**config.mk**
```make
export PLATFORM = sky130hd
export DESIGN_NAME = lir_dp
export DESIGN_NICKNAME = d
export VERILOG_FILES = /design/src/sv/lir_pkg.sv /design/src/sv/lir_dp.sv
export SDC_FILE = /design/constraint.sdc
export NUM_CORES = 1
export LEC_CHECK = 0
export ABC_CLOCK_PERIOD_IN_PS = 10900
export BUFFER_PORTS_ARGS = -buffer_cell sky130_fd_sc_hd__clkbuf_2
export CORE_MARGIN = 2
export CORE_UTILIZATION = 45
export DETAILED_ROUTE_END_ITERATION = 12
export PLACE_DENSITY_LB_ADDON = 0.12
export SYNTH_ARGS = -nofsm -noshare
export SYNTH_HDL_FRONTEND = slang
export SYNTH_SLANG_ARGS = --single-unit
```
**constraint.sdc**
```tcl
create_clock -name clk -period 10.9 [get_ports clk]
set_input_delay 2.18 -clock clk [delete_from_list [all_inputs] [get_ports clk]]
set_output_delay 2.18 -clock clk [all_outputs]
set_load 0.05 [all_outputs]
```
**src/sv/lir_pkg.sv**
```systemverilog
// shared types, constants and the microcode program of the resampler
package lir_pkg;

  localparam int SAMPLE_W = 16;
  localparam int STEP_W   = 16;
  // time_step always arrives in Q15
  localparam int STEP_FRAC = 15;
  localparam int PH_W     = 17;
  localparam int PROD_W   = 34;
  localparam int ACC_W    = 35;
  localparam int PC_W     = 3;

  localparam logic signed [SAMPLE_W-1:0] SAMPLE_MAX = 16'sh7fff;
  localparam logic signed [SAMPLE_W-1:0] SAMPLE_MIN = 16'sh8000;
  localparam logic [STEP_W-1:0]          STEP_RESET = 16'h8000;

  typedef logic [PC_W-1:0] upc_t;

  typedef enum logic [1:0] {
    HOLD_NONE,
    HOLD_IN,
    HOLD_OUT
  } hold_t;

  typedef enum logic [2:0] {
    BR_NONE,
    BR_ALWAYS,
    BR_NOT_PRIMED,
    BR_PH_GE_ONE,
    BR_NOT_LAST
  } br_t;

  typedef enum logic [1:0] {
    PH_KEEP,
    PH_ADD,
    PH_WRAP
  } ph_op_t;

  typedef struct packed {
    logic   in_rdy;
    logic   ld_cur;
    logic   ld_prev;
    logic   set_primed;
    logic   mul_en;
    logic   emit;
    ph_op_t ph_op;
  } ctrl_t;

  typedef struct packed {
    ctrl_t ctrl;
    hold_t hold;
    br_t   br;
    upc_t  target;
  } uword_t;

  typedef struct packed {
    logic primed;
    logic ph_ge_one;
    logic last;
    logic in_valid;
    logic out_free;
  } stat_t;

  localparam upc_t A_WAIT    = 3'd0;
  localparam upc_t A_CHK_PRM = 3'd1;
  localparam upc_t A_CHK_PH  = 3'd2;
  localparam upc_t A_MUL     = 3'd3;
  localparam upc_t A_EMIT    = 3'd4;
  localparam upc_t A_FIN     = 3'd5;
  localparam upc_t A_PRIME   = 3'd6;

  function automatic uword_t ucode_rom(upc_t addr);
    uword_t w;
    w = '0;
    w.ctrl.ph_op = PH_KEEP;
    w.hold = HOLD_NONE;
    w.br = BR_NONE;
    w.target = A_WAIT;
    case (addr)
      A_WAIT: begin
        w.ctrl.in_rdy = 1'b1;
        w.ctrl.ld_cur = 1'b1;
        w.hold = HOLD_IN;
      end
      A_CHK_PRM: begin
        w.br = BR_NOT_PRIMED;
        w.target = A_PRIME;
      end
      A_CHK_PH: begin
        // phase already at or past the end of the period: this input makes no output
        w.br = BR_PH_GE_ONE;
        w.target = A_FIN;
      end
      A_MUL: begin
        w.ctrl.mul_en = 1'b1;
      end
      A_EMIT: begin
        w.ctrl.emit = 1'b1;
        w.ctrl.ph_op = PH_ADD;
        w.hold = HOLD_OUT;
        w.br = BR_NOT_LAST;
        w.target = A_MUL;
      end
      A_FIN: begin
        w.ctrl.ld_prev = 1'b1;
        w.ctrl.ph_op = PH_WRAP;
        w.br = BR_ALWAYS;
        w.target = A_WAIT;
      end
      A_PRIME: begin
        w.ctrl.ld_prev = 1'b1;
        w.ctrl.set_primed = 1'b1;
        w.br = BR_ALWAYS;
        w.target = A_WAIT;
      end
      default: begin
        w.br = BR_ALWAYS;
        w.target = A_WAIT;
      end
    endcase
    return w;
  endfunction

endpackage

```
**src/sv/lir_dp.sv**
```systemverilog
// datapath: sample registers, phase accumulator, multiplier and output register
module lir_dp import lir_pkg::*; #(
  parameter int FRAC_BITS = 15
) (
  input  logic                       clk,
  input  logic                       rst,
  input  logic                       cfg_we,
  input  logic [STEP_W-1:0]          cfg_wdata,
  input  logic                       in_valid,
  input  logic signed [SAMPLE_W-1:0] sample_in,
  input  logic                       out_ready,
  input  ctrl_t                      ctrl,
  output stat_t                      stat,
  output logic                       out_valid,
  output logic signed [SAMPLE_W-1:0] sample_out,
  output logic                       last_of_run
);

  localparam logic [PH_W-1:0]         ONE  = PH_W'(1) << FRAC_BITS;
  localparam logic signed [ACC_W-1:0] HALF = ACC_W'(1) << (FRAC_BITS - 1);

  logic [STEP_W-1:0]          time_step;
  logic [PH_W-1:0]            phase;
  logic [PH_W-1:0]            phase_next;
  logic signed [SAMPLE_W-1:0] cur;
  logic signed [SAMPLE_W-1:0] previous_sample;
  logic                       primed;
  logic                       cnt;
  logic signed [PROD_W-1:0]   prod;

  logic [PH_W-1:0]            step;
  logic [PH_W-1:0]            ph_sum;
  logic signed [PH_W-1:0]     diff;
  logic signed [PH_W-1:0]     frac;
  logic signed [ACC_W-1:0]    acc;
  logic signed [ACC_W-1:0]    shifted;
  logic signed [SAMPLE_W-1:0] sat;
  logic                       ph_ge_one;
  logic                       last;

  assign step      = PH_W'(time_step >> (STEP_FRAC - FRAC_BITS));
  assign ph_sum    = phase + step;
  assign ph_ge_one = phase >= ONE;
  // last output of this input: next phase reaches or leaves the period, or one already out
  assign last      = (ph_sum >= ONE) | cnt;

  assign diff = PH_W'(cur) - PH_W'(previous_sample);
  assign frac = $signed({1'b0, phase[PH_W-2:0]});

  // prev*(one-frac) + cur*frac == prev*one + (cur-prev)*frac
  assign acc     = (ACC_W'(previous_sample) <<< FRAC_BITS) + ACC_W'(prod) + HALF;
  assign shifted = acc >>> FRAC_BITS;

  always_comb begin
    if (shifted > ACC_W'(SAMPLE_MAX)) begin
      sat = SAMPLE_MAX;
    end else if (shifted < ACC_W'(SAMPLE_MIN)) begin
      sat = SAMPLE_MIN;
    end else begin
      sat = shifted[SAMPLE_W-1:0];
    end
  end

  always_comb begin
    case (ctrl.ph_op)
      PH_ADD:  phase_next = ph_sum;
      PH_WRAP: phase_next = ph_ge_one ? phase - ONE : '0;
      default: phase_next = phase;
    endcase
  end

  always_comb begin
    stat.primed    = primed;
    stat.ph_ge_one = ph_ge_one;
    stat.last      = last;
    stat.in_valid  = in_valid;
    stat.out_free  = ~out_valid | out_ready;
  end

  always_ff @(posedge clk) begin
    if (rst) begin
      time_step       <= STEP_RESET;
      phase           <= '0;
      previous_sample <= '0;
      primed          <= 1'b0;
      cnt             <= 1'b0;
      out_valid       <= 1'b0;
    end else begin
      if (cfg_we) begin
        time_step <= cfg_wdata;
      end
      phase <= phase_next;
      if (ctrl.ld_prev) begin
        previous_sample <= cur;
      end
      if (ctrl.set_primed) begin
        primed <= 1'b1;
      end
      if (ctrl.ld_cur) begin
        cnt <= 1'b0;
      end else if (ctrl.emit) begin
        cnt <= 1'b1;
      end
      if (ctrl.emit) begin
        out_valid <= 1'b1;
      end else if (out_ready) begin
        out_valid <= 1'b0;
      end
    end
  end

  always_ff @(posedge clk) begin
    if (ctrl.ld_cur) begin
      cur <= sample_in;
    end
    if (ctrl.mul_en) begin
      prod <= diff * frac;
    end
    if (ctrl.emit) begin
      sample_out  <= sat;
      last_of_run <= last;
    end
  end

endmodule

```
==> flow_summary_export.csv <==
group,metric,value,unit
status,status,"complete, no violations",
pwr,p_switching,0.000880,W
clock_tree,cts_max_level,3,
worst_hold_path,hp-class,"flip-flop to flip-flop",
clock_tree,clk_latency,0.39,ns
pwr,combinationalPowerShare,53.1,%
placed_design,dpl-instance-area,17800,sq um
clock_tree,cts_hold_buf,0,
routing,via_count,12540,
placed_design,gp_congestion,0.850,
global_routing,grt_use_total,24.7,%
flow_run,drv_cap,0,
worst_setup_path,path_common_cell,"fa_1",
synth,synth_top_area_share,32.3,%
pwr,ir_drop,85.1,uV
clock_tree,clock-sinks,105,
clock_tree,clock_path_buffers,2,
clock_tree,cts_buffers,9,
synth,synthXorXnorAreaFrac,3.81,%
pwr,p_seq_share,28.6,%
worst_setup_path,cp_max_fo,10,
synth,yosysWarnings,0,
pwr,powerDensity,103,nW/um^2
pwr,p_sw_share,47.1,%
worst_setup_path,crit_type,"flip-flop to flip-flop",
pwr,p_int,0.000990,W
sta,fmax,109,MHz
die,core,37400,sq um
global_routing,first_global_vias,13272,
die,die_x,198,microns
routing,wirelength,44900,microns
global_routing,antenna_found_initial,1,
finish,fin_area,18100,sq um
synth,synthArstFlopShare,0,%
sta,relSlewSlack,27.2,%
synth,synth_area_leaders,"fa_1, ha_1, edfxtp_1",
worst_setup_path,arrival,9.34,ns
synth,syn_inst,1863,
sta,rsz0062_at_grt,"no",
synth,yosys.area.top_type,"fa_1",
finish,drive_above_1_share,7.66,%
routing,via_per_inst,5.25,
routing,first_pass_iters,6,
die,row_count,71,
global_routing,grt_overflow_total,0,
sta,setup_viol,0,
finish,final_cells,2390,
sta,finalHoldViolations,0,
pwr,pwr-share-clk,18.3,%
synth,synth_top_family_by_area,"adder cells",
synth,synth_enable_flop_cells,53,
worst_setup_path,cp-start-kind,"flip-flop",
die,start_util,45.4,%
synth,yosys_most_used_dff,"edfxtp_1",
sta,worstMarginPinSlew,1.09,ns
worst_setup_path,cp.required,11.04,ns
routing,postRouteAntennaNets,0,
finish,antenna_cells,0,
clock_tree,cts-root-buf,"clkbuf_16",
placed_design,place_hpwl,34900,microns
synth,ys_seq_area_share,15.5,%
finish,nets,2334,
sta,final_max_slew_viol_count,0,
routing,wl_per_cell,18.8,microns
global_routing,grt_max_degree,54,
worst_setup_path,cp_slowest_cell,"fa_1",
sta,fin_crit,9.20,ns
synth,yosys.area_share.adder,42.8,%
die,die-area,39300,sq um
placed_design,numPortBuffers,64,
global_routing,grt_pass1_wl,73500,microns
worst_setup_path,worst_path_largest_cell_delay,0.95,ns
sta,skew,0.0114,ns
placed_design,dp_cells,2374,
die,die_h,198,microns
clock_tree,cts_resized,0,
routing,drc_errors,0,
die,num_io_pins,68,
synth,synth_compound_area_share,11.0,%
routing,drt_iter0_drc,707,
finish,final_util,48.4,%
synth,ys_types,71,
synth,ys_seq_elements,105,
synth,synth-simple-area-share,14.2,%
synth,syn-num-nets,2323,
synth,synth_area_per_cell,9.12,sq um
clock_tree,cts_tree,"done",
sta,timing.final.crit_share,84.4,%
finish,syn_to_final_growth,6.59,%
worst_setup_path,endpoint_kind,"flip-flop",
synth,syn-cell-area,17000,sq um
synth,synth_common_cells,"inv_1, fa_1, nand2_1, ha_1, nor2_1",
synth,muxShareOfSynthArea,2.24,%
clock_tree,clk_pin_slew_worst_paths,0.08,ns
synth,synth.most_common_cell,"inv_1",
clock_tree,post-cts-setup-buffers,0,
sta,tns,0,ns
pwr,total_leakage_power,8.81,nW
critical path, delay by kind of cell (launching register included):
kind | cells | cell delay [ns]
compound gates | 11 | 2.91
xor+xnor | 1 | 0.13
fa+ha+maj | 9 | 4.61
buf+inv | 3 | 0.32
flops | 1 | 0.38
simple gates | 4 | 0.59
area by class of cell:
cell class | count | area [sq um]
repair buffers | 95 | 553
well taps | 511 | 639
fillers | 3637 | 19300
clock inverters | 7 | 80.1
flip-flops and latches | 105 | 2630
multi-input cells | 1296 | 12600
inverters | 367 | 1380
clock buffers | 9 | 225
sequential cells by signal, indices dropped and copies added (netlist names):
name / count
previous_sample: 16
cur: 16
last_of_run: 1
prod: 20
time_step: 16
sample_out: 16
phase: 17
primed: 1
out_valid: 1
cnt: 1
power groups by stage:
stage               logic [W]  clock network (W)  registers, W
floorplan            0.000655                  0      0.000589
global placement     0.000984                  0      0.000546
detailed placement   0.000995                  0      0.000545
CTS                   0.00100           0.000352      0.000537
global route          0.00111           0.000365      0.000540
finish               0.000993           0.000342      0.000535
through the flow:
stage          power [W]  worst slack, ns  hold WS, ns
6_report         0.00187             1.70        0.472
5_1_grt          0.00202             1.04        0.513
4_1_cts          0.00189             1.70        0.478
3_5_place_dp     0.00154             1.76        0.461
3_3_place_gp     0.00153             1.86        0.450
2_1_floorplan    0.00124             2.97        0.439
cells in the final DEF, fill, tap and decap left out, types with 6 or more instances in the layout:
cell       Yosys  final
mux2i_1       38     38
edfxtp_1      53     53
nand2b_1      14     14
o311ai_0       9      9
nand4_1       13     13
a21oi_1       60     60
o21ai_2        7      7
o31ai_1       13     13
nand3_1       20     20
dfxtp_1       52     52
nor3_1        13     13
a31oi_1        7      7
nor2_1        93     92
o21ai_1        6      6
a21o_1        19     19
xnor2_1       48     46
and2_1        86     86
o311a_1        8      8
o211ai_1      11     11
o21a_1         9      9
a22oi_1       21     21
nor2b_1       43     43
a211oi_1      11     11
fa_1         274    274
inv_1        366    366
ha_1         141    141
o21ai_0       40     40
clkbuf_16      0      9
buf_4          7     31
xor2_1        24     24
clkbuf_2       0     64
a22o_1         6      6
nand2_1      196    196
cell families (layout without fill, tap and decap cells):
family / count (synthesis) / in the layout
multiplexers: 38 / 38
adder cells (fa/ha/maj): 417 / 417
XOR/XNOR: 73 / 73
AND/OR/NAND/NOR: 506 / 506
flip-flops: 105 / 105
AO/OA/AOI/OAI: 262 / 262
buffers and inverters: 462 / 478
metal layers:
layer  track usage [%]  vias up  part of all wire (%)
met5                 0        -                     0
met4              6.46        0                   2.1
met3              1.99       46                   3.2
met2              42.9      243                    48
met1              33.4     6330                    46
li1                  -     5921                     -
final timing paths:
check | endpoint | startpoint | cells past startpoint | slack, ns
worst max-delay path | prod[31] | cur[0] | 28 | 1.70
worst min-delay path | primed | primed | 2 | 0.47
worst max register to register | prod[31] | cur[0] | 28 | 1.70
worst min register to register | primed | primed | 2 | 0.47
Power figures use the tool's default switching activity.
