**config.mk**
```make
export PLATFORM = sky130hd
export DESIGN_NAME = lir_seq
export DESIGN_NICKNAME = d
export VERILOG_FILES = /design/src/sv/lir_pkg.sv /design/src/sv/lir_seq.sv
export SDC_FILE = /design/constraint.sdc
export NUM_CORES = 1
export LEC_CHECK = 0
export ABC_CLOCK_PERIOD_IN_PS = 2700
export CAP_MARGIN = 20
export CORE_AREA = 3 3 40 42
export CTS_CLUSTER_DIAMETER = 80
export CTS_CLUSTER_SIZE = 8
export DETAILED_ROUTE_END_ITERATION = 16
export DIE_AREA = 0 0 43 45
export DONT_BUFFER_PORTS = 1
export GPL_TIMING_DRIVEN = 0
export HOLD_SLACK_MARGIN = 0.02
export MAX_ROUTING_LAYER = met4
export SLEW_MARGIN = 20
export SYNTH_ARGS = -nofsm -noshare
export SYNTH_HDL_FRONTEND = slang
export SYNTH_SLANG_ARGS = --single-unit
```
**constraint.sdc**
```tcl
create_clock -name clk -period 2.7 [get_ports clk]
set_clock_uncertainty 0.05 [all_clocks]
set_input_delay 0.405 -clock clk [delete_from_list [all_inputs] [get_ports clk]]
set_output_delay 0.405 -clock clk [all_outputs]
set_load 0.01 [all_outputs]
```
**src/sv/lir_pkg.sv**
```systemverilog
// shared types, constants and the microcode program of the resampler
package lir_pkg;

  localparam int SAMPLE_W = 16;
  localparam int STEP_W   = 16;
  // time_step always arrives in Q15
  localparam int STEP_FRAC = 15;
  localparam int PH_W     = 17;
  localparam int PROD_W   = 34;
  localparam int ACC_W    = 35;
  localparam int PC_W     = 3;

  localparam logic signed [SAMPLE_W-1:0] SAMPLE_MAX = 16'sh7fff;
  localparam logic signed [SAMPLE_W-1:0] SAMPLE_MIN = 16'sh8000;
  localparam logic [STEP_W-1:0]          STEP_RESET = 16'h8000;

  typedef logic [PC_W-1:0] upc_t;

  typedef enum logic [1:0] {
    HOLD_NONE,
    HOLD_IN,
    HOLD_OUT
  } hold_t;

  typedef enum logic [2:0] {
    BR_NONE,
    BR_ALWAYS,
    BR_NOT_PRIMED,
    BR_PH_GE_ONE,
    BR_NOT_LAST
  } br_t;

  typedef enum logic [1:0] {
    PH_KEEP,
    PH_ADD,
    PH_WRAP
  } ph_op_t;

  typedef struct packed {
    logic   in_rdy;
    logic   ld_cur;
    logic   ld_prev;
    logic   set_primed;
    logic   mul_en;
    logic   emit;
    ph_op_t ph_op;
  } ctrl_t;

  typedef struct packed {
    ctrl_t ctrl;
    hold_t hold;
    br_t   br;
    upc_t  target;
  } uword_t;

  typedef struct packed {
    logic primed;
    logic ph_ge_one;
    logic last;
    logic in_valid;
    logic out_free;
  } stat_t;

  localparam upc_t A_WAIT    = 3'd0;
  localparam upc_t A_CHK_PRM = 3'd1;
  localparam upc_t A_CHK_PH  = 3'd2;
  localparam upc_t A_MUL     = 3'd3;
  localparam upc_t A_EMIT    = 3'd4;
  localparam upc_t A_FIN     = 3'd5;
  localparam upc_t A_PRIME   = 3'd6;

  function automatic uword_t ucode_rom(upc_t addr);
    uword_t w;
    w = '0;
    w.ctrl.ph_op = PH_KEEP;
    w.hold = HOLD_NONE;
    w.br = BR_NONE;
    w.target = A_WAIT;
    case (addr)
      A_WAIT: begin
        w.ctrl.in_rdy = 1'b1;
        w.ctrl.ld_cur = 1'b1;
        w.hold = HOLD_IN;
      end
      A_CHK_PRM: begin
        w.br = BR_NOT_PRIMED;
        w.target = A_PRIME;
      end
      A_CHK_PH: begin
        // phase already at or past the end of the period: this input makes no output
        w.br = BR_PH_GE_ONE;
        w.target = A_FIN;
      end
      A_MUL: begin
        w.ctrl.mul_en = 1'b1;
      end
      A_EMIT: begin
        w.ctrl.emit = 1'b1;
        w.ctrl.ph_op = PH_ADD;
        w.hold = HOLD_OUT;
        w.br = BR_NOT_LAST;
        w.target = A_MUL;
      end
      A_FIN: begin
        w.ctrl.ld_prev = 1'b1;
        w.ctrl.ph_op = PH_WRAP;
        w.br = BR_ALWAYS;
        w.target = A_WAIT;
      end
      A_PRIME: begin
        w.ctrl.ld_prev = 1'b1;
        w.ctrl.set_primed = 1'b1;
        w.br = BR_ALWAYS;
        w.target = A_WAIT;
      end
      default: begin
        w.br = BR_ALWAYS;
        w.target = A_WAIT;
      end
    endcase
    return w;
  endfunction

endpackage

```
**src/sv/lir_seq.sv**
```systemverilog
// microcode sequencer: step counter, control store and branch logic
module lir_seq import lir_pkg::*; (
  input  logic  clk,
  input  logic  rst,
  input  stat_t stat,
  output ctrl_t ctrl
);

  upc_t   pc;
  upc_t   pc_next;
  uword_t word;
  logic   go;
  logic   taken;

  assign word = ucode_rom(pc);

  always_comb begin
    case (word.hold)
      HOLD_IN:  go = stat.in_valid;
      HOLD_OUT: go = stat.out_free;
      default:  go = 1'b1;
    endcase
  end

  always_comb begin
    case (word.br)
      BR_ALWAYS:     taken = 1'b1;
      BR_NOT_PRIMED: taken = ~stat.primed;
      BR_PH_GE_ONE:  taken = stat.ph_ge_one;
      BR_NOT_LAST:   taken = ~stat.last;
      default:       taken = 1'b0;
    endcase
  end

  always_comb begin
    if (!go) begin
      pc_next = pc;
    end else if (taken) begin
      pc_next = word.target;
    end else begin
      pc_next = pc + 1'b1;
    end
  end

  // actions other than in_rdy fire only once the step's wait condition is met
  always_comb begin
    ctrl = go ? word.ctrl : '0;
    ctrl.in_rdy = word.ctrl.in_rdy;
  end

  always_ff @(posedge clk) begin
    if (rst) begin
      pc <= A_WAIT;
    end else begin
      pc <= pc_next;
    end
  end

endmodule

```
==> run metrics, run 1 <==
status complete, no violations; post-synthesis sequential area ratio 0.1412; width of the die 43 µm; Max Fclk 0.4333 GHz; crit-path cells inv_1 > ha_1 > buf_2 > nor2_1 > a21oi_1 > a2111oi_2 > a211oi_1 > a311o_1; TritonCTS clock tree built; Leakage 0.0002035 µW; row cnt 13; P_int 250.3 µW; CTS root buffer clkbuf_4; Final Worst Setup Slack 0.3923 ns; Post-CTS Setup Repair Bufs 0; syn_area_per_cell 7.463 µm²; CP startpoint kind register; fin crit period 2.308 ns; Sequential Power Share 0.174; main flop type after synthesis dfxtp_1; # nets final 74; most common cell after layout, fill and taps aside inv_1; vias in the first global route 429; most frequent cells in the layout inv_1 (7), nor2_1 (6), ha_1 (5); WL per Instance 13.01 µm; die height 45 µm; core area 0.001285 mm²; delay of the slowest critical-path stage 0.61 ns; CTS sink cnt 3; Regs by FF count pc: 3 flops; H-tree Lvls 1; Critical Path AT 2.37 ns; Synth Instances 57; Post-Route WL 989 µm; largest net degree at the start of global routing 11; P_sw 249.5 µW; Most flops, register pc; via count 409; starting density of the core 0.3311; Critical Path Slowest Stage Cell a2111oi_2; Worst Path Required 2.76 ns; critical path endpoint category register; asr flop ratio synth 0; Syn Std Cell Area 425.4 µm²; HP Class in -> reg; Port-buffer cells 0; die area 0.001935 mm²; max-slew violation count 0; fin util 0.3661; vias per inst 5.382; antenna-violating nets left 0; Comb power frac 0.666; Routability Congestion 0.7839; cell family contributing the most delay on the critical path compound AO/OA/AOI/OAI gates; flops & latches, synth 3; GRT Residual Overflow 0; synth warn 0; Ant. Diodes 0; io pins 15; unrepaired setup endpoints after global routing false; Max clock buf depth 2; post-synth cell types 29; Setup Viol. Count Final 0; EDFF count, synth 0; layout cells sized above 1 0.1475; PwrDens 1063 mW/mm²; Iteration-0 DRC Markers 14; crit path buf inv count 2; share of total power in the clock network 0.159; Post-Place Worst Slack 0.3918 ns; Final period util 0.8547; worst-skew pair later-pin latency 0.24 ns; drt drc 0; TNS Setup 0 ns; Peak VDD IR 266.6 µV; first-pass GRT wire length 1725 µm; CTS Hold Buffers Added 0; Largest register FFs 3; Total GRT Usage 0.1224; Area Overhead vs Synth 10.59%; Final Hold Viols 0; Resize count post-CTS 0; drt first pass iters 4; Clock transition at path regs 0.03 ns; Switching Share 0.4992; initial antenna violation count 0; Max FO, Critical Path 10; max_cap viols 0; Worst slew margin 0.6127; CTS buffer count 3; detailed placement HPWL 779 µm; Synthesized Nets 69; critical path class reg -> reg; Worst Tran Pin Value 0.5799 ns
[per-layer routing]
layer / wire length (µm) / up-vias / track usage
met5: 0 / - / -
met4: 0 / 0 / 0.01807
met3: 80 / 0 / 0.05976
met2: 446 / 16 / 0.2186
met1: 462 / 180 / 0.1247
li1: - / 213 / -
[cell usage after synthesis (all sizes together), types with 2 or more instances]
| master | instances | area share |
|---|---|---|
| a211oi | 2 | 0.035 |
| a21oi | 5 | 0.068 |
| and3 | 3 | 0.044 |
| buf | 3 | 0.047 |
| dfxtp | 3 | 0.14 |
| ha | 5 | 0.15 |
| inv | 7 | 0.062 |
| nand2 | 3 | 0.026 |
| nand2b | 2 | 0.029 |
| nand3 | 2 | 0.024 |
| nor2 | 6 | 0.053 |
[kinds of logic after synthesis]
group	after synthesis	share of synthesized area
multiplexers	1	0.02353
AO/OA/AOI/OAI	16	0.2912
flip-flops	3	0.1412
AND/OR/NAND/NOR	22	0.2883
buffers and inverters	10	0.1088
adder cells (fa/ha/maj)	5	0.1471
[final timing paths]
path,slack [ns],start,endpoint,cells past startpoint
setup / recovery,0.39,pc[0]$_SDFFE_PP0P_,pc[1]$_SDFFE_PP0P_,8
hold / removal,0.19,rst,pc[0]$_SDFFE_PP0P_,1
setup reg to reg,0.39,pc[0]$_SDFFE_PP0P_,pc[1]$_SDFFE_PP0P_,8
hold reg to reg,0.58,pc[0]$_SDFFE_PP0P_,pc[0]$_SDFFE_PP0P_,2
[power by group through the flow]
stage	combinational [µW]	clock (µW)	sequential [µW]
finish	333	79.7	87.1
global route	380	93.4	91.5
CTS	337	84.6	87.5
detailed placement	335	0	88.2
global placement	332	0	88.6
floorplan	277	0	81.3
[area by class of cell]
class | instances | area, µm²
tap | 15 | 18.77
inverter | 7 | 26.28
multi-input combinational | 44 | 319.1
clock buffer | 4 | 26.28
fill | 148 | 814.5
buffer | 3 | 20.02
sequential | 3 | 60.06
[metrics by stage]
stage	hold slack (ns)	cells	total power (µW)	area, µm²
final	0.1898	76	499.9	470.5
after global routing	0.1706	76	565.3	470.5
after CTS	0.1800	76	508.5	470.5
after detailed placement	0.4324	72	423.0	444.2
after global placement	0.4290	72	420.5	444.2
after floorplan	0.4260	57	358.3	425.4
(Power assumes the default switching activity.)
==> run 2, diff against run 1 <==
Settings changed: PLACE_DENSITY from default to 0.47.
==> run metrics, run 2 (same netlist as run 1, synthesis figures left out) <==
status complete, no violations; Leakage 0.0002035 µW; Port-buffer cells 0; PwrDens 1068 mW/mm²; HP Class in -> reg; TNS Setup 0 ns; Most flops, register pc; Sequential Power Share 0.177; core area 0.001285 mm²; layout cells sized above 1 0.1475; Largest register FFs 3; Max FO, Critical Path 10; Routability Congestion 0.7846; Final period util 0.8654; detailed placement HPWL 813.8 µm; die area 0.001935 mm²; critical path class reg -> reg; Final Worst Setup Slack 0.3634 ns; WL per Instance 13.50 µm; Clock transition at path regs 0.04 ns; Setup Viol. Count Final 0; Post-Place Worst Slack 0.3684 ns; most common cell after layout, fill and taps aside inv_1; Max clock buf depth 2; unrepaired setup endpoints after global routing false; Comb power frac 0.666; Non-Filler Instances 76; TritonCTS clock tree built; H-tree Lvls 1; Worst Tran Pin Value 0.5890 ns; Peak VDD IR 416.1 µV; most frequent cells in the layout inv_1 (7), nor2_1 (6), ha_1 (5); max_cap viols 0; Post-CTS Setup Repair Bufs 0; share of total power in the clock network 0.157; Iteration-0 DRC Markers 3; drt first pass iters 2; starting density of the core 0.3311; crit path buf inv count 2; CTS sink cnt 3; end of the critical path pc[1]$_SDFFE_PP0P_; die height 45 µm; row cnt 13; Critical Path AT 2.40 ns; io pins 15; drt drc 0; Post-Route WL 1026 µm; Regs by FF count pc: 3 flops; antenna-violating nets left 0; Resize count post-CTS 0; initial antenna violation count 0; first-pass GRT wire length 1807 µm; WP depth 8; Total GRT Usage 0.1251; Worst R2R Start pc[0]$_SDFFE_PP0P_; vias per inst 5.224; Final Power 502.4 µW; P_sw 252.3 µW; via count 397; Final Hold Viols 0; P_int 250.1 µW; fin util 0.3661; Area Overhead vs Synth 10.59%; largest net degree at the start of global routing 11; CTS buffer count 3; Switching Share 0.5022; reg2reg end pc[1]$_SDFFE_PP0P_; vias in the first global route 395; reg2reg setup slack 0.36 ns; Cell Count Post-Placement 72; Worst Setup SP pc[0]$_SDFFE_PP0P_; CTS root buffer clkbuf_4; Worst slew margin 0.6066; max-slew violation count 0; Max Fclk 0.4280 GHz; CP startpoint kind register; delay of the slowest critical-path stage 0.62 ns; worst-skew pair later-pin latency 0.23 ns; CTS Hold Buffers Added 0; fin crit period 2.337 ns; width of the die 43 µm; critical path endpoint category register; Worst Path Required 2.76 ns; cell count of the worst reg-to-reg path 8; FILL cells 154; # nets final 74; crit-path cells inv_1 > ha_1 > buf_2 > nor2_1 > a21oi_1 > a2111oi_2 > a211oi_1 > a311o_1; cell family contributing the most delay on the critical path compound AO/OA/AOI/OAI gates; Ant. Diodes 0; Critical Path Slowest Stage Cell a2111oi_2; GRT Residual Overflow 0
[run 2: worst min path at each step]
stage	start	end	slack, ns	cells past startpoint
3_5_place_dp	rst	pc[0]$_SDFFE_PP0P_	0.43	1
2_1_floorplan	rst	pc[0]$_SDFFE_PP0P_	0.43	1
5_1_grt	rst	pc[0]$_SDFFE_PP0P_	0.18	1
3_3_place_gp	rst	pc[0]$_SDFFE_PP0P_	0.43	1
6_report	rst	pc[0]$_SDFFE_PP0P_	0.19	1
4_1_cts	rst	pc[0]$_SDFFE_PP0P_	0.18	1
[run 2: worst reg2reg max path: stages (launching register included)]
cell       delay, ns
dfxtp_1         0.48
inv_1           0.13
ha_1            0.22
buf_2           0.18
nor2_1          0.10
a21oi_1         0.05
a2111oi_2       0.62
a211oi_1        0.11
a311o_1         0.29
[run 2: stage by stage]
| step | hold WS (ns) | area [µm²] |
|---|---|---|
| 2_1_floorplan | 0.4260 | 425.4 |
| 3_3_place_gp | 0.4295 | 444.2 |
| 3_5_place_dp | 0.4307 | 444.2 |
| 4_1_cts | 0.1802 | 470.5 |
| 5_1_grt | 0.1774 | 470.5 |
| 6_report | 0.1871 | 470.5 |
[run 2: final cells by class]
class                           count  area (µm²)  share of cell area
Sequential cell                     3       60.06              0.1277
Inverter                            7       26.28             0.05585
Multi-Input combinational cell     44       319.1              0.6782
Tap cell                           15       18.77             0.03989
Buffer                              3       20.02             0.04255
Clock buffer                        4       26.28             0.05585
[run 2: power groups by stage]
| stage | clock network (µW) | registers, µW | logic (µW) |
|---|---|---|---|
| after global placement | 0 | 89.8 | 337 |
| after global routing | 85.1 | 93.2 | 386 |
| after floorplan | 0 | 81.3 | 277 |
| after detailed placement | 0 | 89.8 | 336 |
| after CTS | 83.0 | 88.7 | 338 |
| final | 78.9 | 88.7 | 335 |
[run 2: per-layer routing]
metal / global-route usage / wire [µm] / up-vias
li1: - / - / 214
met1: 0.1803 / 541 / 171
met2: 0.1617 / 419 / 10
met3: 0.01992 / 51 / 2
met4: 0.07229 / 14 / 0
met5: - / 0 / -
==> run 3, diff against run 2 <==
Settings changed: ABC_AREA from default to 1, ABC_CLOCK_PERIOD_IN_PS 2700 to 2300, PLACE_DENSITY 0.47 to 0.45.
Clock period 2.7 ns to 2.3 ns, I/O delays scaled along.
==> run metrics, run 3 <==
status complete, no violations; Switching Share 0.5082; Worst Setup SP pc[0]$_SDFFE_PP0P_; Synth Instances 69; Worst slew margin 0.7691; Peak VDD IR 463.0 µV; reg2reg end pc[1]$_SDFFE_PP0P_; Max clock buf depth 2; top-area cell type share of the netlist area 0.1534; commonest cells in the netlist nand2_1 (16), inv_1 (13), nor2_1 (7); TNS Setup 0 ns; PwrDens 1197 mW/mm²; die area 0.001935 mm²; flops & latches, synth 3; P_int 278.5 µW; CP startpoint kind register; critical path class reg -> out; TritonCTS clock tree built; Comb power frac 0.670; Final Hold Viols 0; initial antenna violation count 0; GRT Residual Overflow 0; Port-buffer cells 0; worst-skew pair later-pin latency 0.23 ns; Synthesized Nets 81; drt drc 0; Largest register FFs 3; end of the critical path ctrl[1]; unrepaired setup endpoints after global routing false; via count 406; Total GRT Usage 0.1070; CTS sink cnt 3; reg2reg setup slack 0.63 ns; core area 0.001285 mm²; # nets final 88; cell count of the worst reg-to-reg path 12; Post-DP Area 426.7 µm²; max_cap viols 0; CTS buffer count 3; most frequent cells in the layout nand2_1 (16), inv_1 (13), nor2_1 (7); CTS root buffer clkbuf_4; Worst Tran Pin Value 0.3437 ns; Worst Path Required 1.90 ns; Worst R2R Start pc[0]$_SDFFE_PP0P_; width of the die 43 µm; Sequential Power Share 0.174; vias in the first global route 376; top cells by area, synth ha_1 (15%), dfxtp_1 (15%), nand2_1 (15%); first-pass GRT wire length 1518 µm; Syn Std Cell Area 407.9 µm²; Max FO, Critical Path 6; max-slew violation count 0; Clock transition at path regs 0.03 ns; syn_area_per_cell 5.911 µm²; HP Class in -> reg; Synth area leader ha_1; io pins 15; die height 45 µm; P_sw 287.8 µW; Routability Congestion 0.7426; FF/Latch Area 61.31 µm²; detailed placement HPWL 721.3 µm; Cell Count Post-Placement 84; most frequent cell after synthesis nand2_1; layout cells sized above 1 0.2133; critical path endpoint category primary output; main flop type after synthesis dfxtp_1; synth warn 0; fin crit period 2.078 ns; Max Fclk 0.4813 GHz; post-synthesis sequential area ratio 0.1472; Finished Cell Area 473.0 µm²; drt first pass iters 4; Final period util 0.9034; Area Overhead vs Synth 15.95%; row cnt 13; vias per inst 4.511; Final Power 566.2 µW; hold path depth 1; most common cell after layout, fill and taps aside nand2_1; share of total power in the clock network 0.156; FILL cells 138; post-synth cell types 19; starting density of the core 0.3174; H-tree Lvls 1; EDFF count, synth 0; Setup Viol. Count Final 0; multi-input logic area 287.8 µm²; asr flop ratio synth 0; Post-Route WL 858 µm; largest net degree at the start of global routing 8; Critical Path AT 1.68 ns; Regs by FF count pc: 3 flops; Non-Filler Instances 90; WL per Instance 9.533 µm; Leakage 0.0002591 µW; antenna-violating nets left 0; Iteration-0 DRC Markers 2; Most flops, register pc; Ant. Diodes 0
run 3: power groups by stage:
stage               Sequential [µW]  Clock (µW)  Combinational [µW]
floorplan                      91.1           0                 302
global placement               97.6           0                 363
detailed placement             97.0           0                 356
CTS                            96.3        93.1                 358
global route                    103        95.0                 442
finish                         98.3        88.4                 380
run 3: timing repair:
item,CTS,global route
buffers inserted,0,2
hold endpoints to repair,0,0
hold buffers,0,0
gates resized for setup,0,2
setup endpoints to repair,0,4
run 3: final cells by class:
type / count / area share
multi-input cells: 50 / 0.6085
plain buffers: 1 / 0.01587
well taps: 15 / 0.03968
inverters: 15 / 0.1190
repair buffers: 2 / 0.03175
flip-flops and latches: 3 / 0.1296
clock buffers: 4 / 0.05556
run 3: cells by family after synthesis:
group,Yosys count,share of synthesized area
buffers and inverters,16,0.1564
DFF,3,0.1472
adders and majority gates,5,0.1534
and+or+nand+nor,34,0.3742
AOI/OAI and AO/OA,11,0.1687
run 3: critical path: stages (launching register included):
cell	delay (ns)
dfxtp_2	0.37
inv_1	0.11
ha_1	0.23
inv_1	0.08
nor2_1	0.09
a21oi_2	0.24
nand2_1	0.13
nor2_1	0.20
run 3: how the worst min path moves through the flow:
| stage | startpoint | to | slack (ns) |
|---|---|---|---|
| after floorplan | rst | pc[2]$_SDFFE_PP0P_ | 0.36 |
| after global placement | rst | pc[2]$_SDFFE_PP0P_ | 0.36 |
| after detailed placement | rst | pc[2]$_SDFFE_PP0P_ | 0.36 |
| after CTS | rst | pc[2]$_SDFFE_PP0P_ | 0.12 |
| after global routing | rst | pc[2]$_SDFFE_PP0P_ | 0.12 |
| final | rst | pc[2]$_SDFFE_PP0P_ | 0.13 |
run 3: metrics by stage:
step | utilization | hold slack [ns] | worst slack (ns)
global placement | 0.3320 | 0.3597 | 0.2939
global route | 0.3681 | 0.1239 | 0.05426
finish | 0.3681 | 0.1277 | 0.2222
detailed placement | 0.3320 | 0.3624 | 0.3448
floorplan | - | 0.3574 | 0.5299
CTS | 0.3525 | 0.1196 | 0.08998
run 3: routing by layer:
| layer | up-vias | global-route usage | routed length (µm) |
|---|---|---|---|
| met5 | - | - | 0 |
| met4 | 0 | 0.08434 | 0 |
| met3 | 0 | 0.03586 | 39 |
| met2 | 8 | 0.1467 | 396 |
| met1 | 170 | 0.1271 | 422 |
| li1 | 228 | - | - |
